`src/sact_pkg.sv`:
```
// Shared types and constants for the set-associative cache tag model.
package sact_pkg;
	localparam int unsigned CNT_W = 32;
	localparam int unsigned RANK_W = 4;
	localparam logic [RANK_W-1:0] RANK_MAX = 4'd15;

	typedef enum logic [2:0] {
		REG_LRU_MODE = 3'd0,
		REG_WAYS = 3'd1,
		REG_INDEX_BITS = 3'd2,
		REG_OFFSET_BITS = 3'd3,
		REG_PF_COUNT = 3'd4
	} reg_idx_t;

	typedef struct packed {
		logic lru_mode;
		logic [3:0] ways_in_use;
		logic [2:0] index_bits;
		logic [4:0] offset_bits;
		logic [3:0] prefetch_count;
	} cfg_t;

	function automatic logic [CNT_W-1:0] sat_inc(input logic [CNT_W-1:0] v, input logic en);
		sat_inc = (en && v != {CNT_W{1'b1}}) ? v + 1'b1 : v;
	endfunction
endpackage

```
`src/sact_front.sv`:
```
// Front end: accepts accesses and queues them for the lookup engine.
module sact_front import sact_pkg::*; #(
	parameter int unsigned ADDR_BITS = 48,
	parameter int unsigned DEPTH = 2
) (
	input logic clk,
	input logic arst_n,
	input logic in_valid,
	output logic in_ready,
	input logic in_cmd,
	input logic [ADDR_BITS-1:0] in_addr,
	output logic q_valid,
	input logic q_pop,
	output logic q_cmd,
	output logic [ADDR_BITS-1:0] q_addr
);
	localparam int unsigned PW = (DEPTH > 1) ? $clog2(DEPTH) : 1;
	logic [ADDR_BITS:0] mem_q [DEPTH];
	logic [PW-1:0] wp_q, rp_q;
	logic [PW:0] cnt_q;
	logic push;

	assign in_ready = (cnt_q != (PW+1)'(DEPTH));
	assign push = in_valid && in_ready;
	assign q_valid = (cnt_q != '0);
	assign {q_cmd, q_addr} = mem_q[rp_q];

	always_ff @(posedge clk) begin
		if (push) mem_q[wp_q] <= {in_cmd, in_addr};
	end

	always_ff @(posedge clk or negedge arst_n) begin
		if (!arst_n) begin
			wp_q <= '0;
			rp_q <= '0;
			cnt_q <= '0;
		end else begin
			if (push) wp_q <= (wp_q == PW'(DEPTH-1)) ? '0 : wp_q + 1'b1;
			if (q_pop) rp_q <= (rp_q == PW'(DEPTH-1)) ? '0 : rp_q + 1'b1;
			cnt_q <= cnt_q + (PW+1)'(push) - (PW+1)'(q_pop);
		end
	end
endmodule

```
`config.mk`:
```
export PLATFORM = sky130hd
export DESIGN_NAME = sact_front
export DESIGN_NICKNAME = d
export VERILOG_FILES = /design/src/sact_pkg.sv /design/src/sact_front.sv
export SDC_FILE = /design/constraint.sdc
export NUM_CORES = 1
export LEC_CHECK = 0
export BUFFER_PORTS_ARGS = -buffer_cell sky130_fd_sc_hd__buf_2
export CAP_MARGIN = 10
export CORE_ASPECT_RATIO = 2
export CORE_MARGIN = 2
export CORE_UTILIZATION = 58
export CTS_BUF_LIST = sky130_fd_sc_hd__clkbuf_8
export DETAILED_ROUTE_END_ITERATION = 10
export PLACE_DENSITY = 0.95
export SYNTH_ARGS = -nofsm -noshare
export SYNTH_HDL_FRONTEND = slang
export SYNTH_SLANG_ARGS = --single-unit
export TNS_END_PERCENT = 1
```
`constraint.sdc`:
```
create_clock -name clk -period 10.2 [get_ports clk]
set_clock_uncertainty 0.2 [all_clocks]
set_input_delay 1.02 -clock clk [delete_from_list [all_inputs] [get_ports clk]]
set_output_delay 1.02 -clock clk [all_outputs]
set_load 0.05 [all_outputs]
```
==> results.md <==
- Final Hold Fails: 0
- Required time of the worst setup path: 8.98 ns
- Crit Path Max Fanout: 50
- Fin. max-slew vios: 0
- Std-Cell Rows: 42
- Fill count: 462
- Synth Cell Area: 0.00395 mm^2
- R2R depth: 4
- WS Path Type: reg -> out
- Synth Area in Compound Gates: 0.475%
- Placed Area: 0.00453 mm^2
- # clock sinks: 102
- Crit path launch type: flop
- Final Setup Violations: 0
- CP max-delay cell: dfrtp_4
- Crit share post-route: 31.3%
- Mux cell area share after synthesis: 18.6%
- Hold Path Class: in -> async
- Crit-path cells: mux2_4 > buf_2
- Critical path depth: 2
- CTS tree: yes
- Critical path buffers and inverters: 1
- Footprint of the multi-input gates: 850 um^2
- Initial antenna violation count: 0
- End of the worst register-to-register path: mem_q[0][10]$_DFFE_PP_
- Core ar.: 0.00662 mm^2
- H-tree levels: 3
- Total gr overflow: 0
- Synth Area in Simple Gates: 0.982%
- Leakage: 0.00189 uW
- Pwr Density: 328 mW/mm^2
- Overall die height: 121 um
- Peak VDD IR: 0.292 mV
- Post-DRT Antenna Nets: 0
- Post-detail-place hpwl: 4260 um
- Die ar.: 0.00753 mm^2
- Routed len/inst: 16.6 um
- Main combinational cell family by area after synthesis: multiplexers
- GPL Wtd Cong: 0.701
- CTS buffer count: 9
- RSZ-0062 raised after global routing: no
- CTS Hold Bufs: 0
- CTS resizes: 0
- Vias: 1878
- Hold WS: 0.260 ns
- DR vias/cell: 5.06
- Post-Route WL: 6150 um
- Yosys warns: 0
- Die width: 62.4 um
- CTS Buffer Depth: 2
- R2R Setup Slk: 8.00 ns
- Post-Synth Adder-Cell Area: 0.317%
- Place WS: 7.37 ns
- Largest net degree at the start of global routing: 51
- Ant diodes: 0
- Number of setup buffers added after CTS: 0
- Worst path max stage delay: 1.04 ns
- Pre-Repair DR Iteration Count: 4
- Cell family with most CP delay: flip-flops
- Total global-route track usage: 16.7%
- Crit end category: output port
- Reg area: 0.00305 mm^2
- First-pass GRT wire length: 9030 um
- Xor/xnor share of the synthesized area: 0.887%
- Period minus WS final: 3.19 ns
- Fin worst setup slack: 7.01 ns
- Vias in the first global route: 1898
- Mapped Nets: 224
- Starting Density: 59.7%
- Mean Syn Cell Area: 23.2 um^2
- Post-route setup TNS: 0 ns
- Clock latency at the later pin of the worst-skew pair: 0.34 ns
- Syn Inst Count: 170
- Post-layout net count: 333
- Layout cell share with drive strength beyond 1: 60.1%
- Crit path DAT: 1.97 ns
- Worst-margin pin slew: 1.15 ns
- Post-synthesis sequential element count: 102
- Area growth from synthesis to layout: 18.5%
- R2r startpoint: cnt_q[1]$_DFF_PN0_
- Status: finished clean
- CTS Root Cell: clkbuf_8
- Max Freq: 0.314 GHz
- Final instance area: 0.00468 mm^2
- Synth cell types: 15
- Sequential-to-total area share from yosys stat: 77.0%
- Remaining DRCs: 0
- Max-slew headroom: 23.5%
- Max Cap Violations: 0
- Fin util: 70.7%
- IO Pins: 104
- Clk pin slew, worst setup/hold paths: 0.08 ns
- Number of port buffers: 103
- DR iter-0 viols: 84
==> cells in the final DEF, fill, tap and decap left out <==
| master | count |
|---|---|
| nand2b_1 | 1 |
| clkinvlp_4 | 2 |
| xor2_1 | 1 |
| nor2_4 | 1 |
| clkbuf_8 | 9 |
| or2_2 | 1 |
| a21bo_1 | 1 |
| nand2_1 | 1 |
| buf_4 | 1 |
| dfrtp_4 | 1 |
| clkinv_1 | 4 |
| edfxtp_1 | 98 |
| xnor2_1 | 3 |
| nor3b_2 | 1 |
| mux2_4 | 49 |
| dfrtp_1 | 3 |
| ha_1 | 1 |
| a21oi_2 | 1 |
| and3_2 | 1 |
| buf_2 | 103 |
==> through the flow <==
stage | cells | total power, uW
2_1_floorplan | 170 | 1230
3_3_place_gp | 356 | 1330
3_5_place_dp | 356 | 1350
4_1_cts | 371 | 1550
5_1_grt | 371 | 1590
6_report | 371 | 1530
==> sequential cells by signal, summed over array words and instances (netlist names) <==
register and flops:
cnt_q 2, mem_q 98, rp_q 1, wp_q 1
==> cells in the mapped netlist (all sizes together) <==
cell    count  area share, %
or2         1           0.16
nor2        1          0.095
xor2        1           0.22
a21bo       1           0.25
xnor2       3           0.67
dfrtp       4            2.5
buf         6            1.7
nand2b      1           0.16
a21oi       1           0.22
and3        1           0.16
ha          1           0.32
nor3b       1           0.32
mux2       49             19
edfxtp     98             74
nand2       1          0.095
==> power breakdown <==
part | total, uW | internal, uW | switching, uW
registers | 655 | 575 | 80.5
clock network | 203 | 83.9 | 119
logic | 676 | 231 | 445
==> area by class of cell <==
type	instances	area share, %
sequential	102	65.1
multi-input combinational	62	18.1
timing repair buffer	104	11.2
clock buffer	9	2.64
tap	88	2.35
clock inverter	6	0.641
==> worst register-to-register path, stage by stage, from the launching register on <==
cell and delay [ns]:
dfrtp_1 0.43, nand2b_1 0.14, nand2_1 0.16, nor2_4 0.40, buf_4 0.50
==> layer usage <==
| metal | global-route usage, % | up-vias | routed length (um) | part of all wire [%] |
|---|---|---|---|---|
| met5 | 0 | - | 0 | 0 |
| met4 | 9.03 | 0 | 149 | 2.4 |
| met3 | 6.14 | 11 | 373 | 6.1 |
| met2 | 30.6 | 63 | 3490 | 57 |
| met1 | 16.0 | 923 | 2140 | 35 |
| li1 | - | 881 | - | - |
==> worst max-delay path by stage <==
stage | from | endpoint | slack [ns]
2_1_floorplan | in_valid | mem_q[0][0]$_DFFE_PP_ | 6.34
4_1_cts | rp_q$_DFFE_PN0P_ | q_addr[21] | 6.97
5_1_grt | rp_q$_DFFE_PN0P_ | q_addr[21] | 6.92
3_5_place_dp | rp_q$_DFFE_PN0P_ | q_addr[21] | 7.37
6_report | rp_q$_DFFE_PN0P_ | q_addr[46] | 7.01
3_3_place_gp | rp_q$_DFFE_PN0P_ | q_addr[21] | 7.38
==> cell families (layout without fill, tap and decap cells) <==
logic type / count (synthesis) / in the layout
buffers and inverters: 6 / 119
muxes: 49 / 49
and+or+nand+nor: 6 / 6
xor gates and xnor gates: 4 / 4
adders and majority gates: 1 / 1
AOI/OAI and AO/OA: 2 / 2
DFF: 102 / 102
Note: power is estimated with default switching activity, not from simulation.
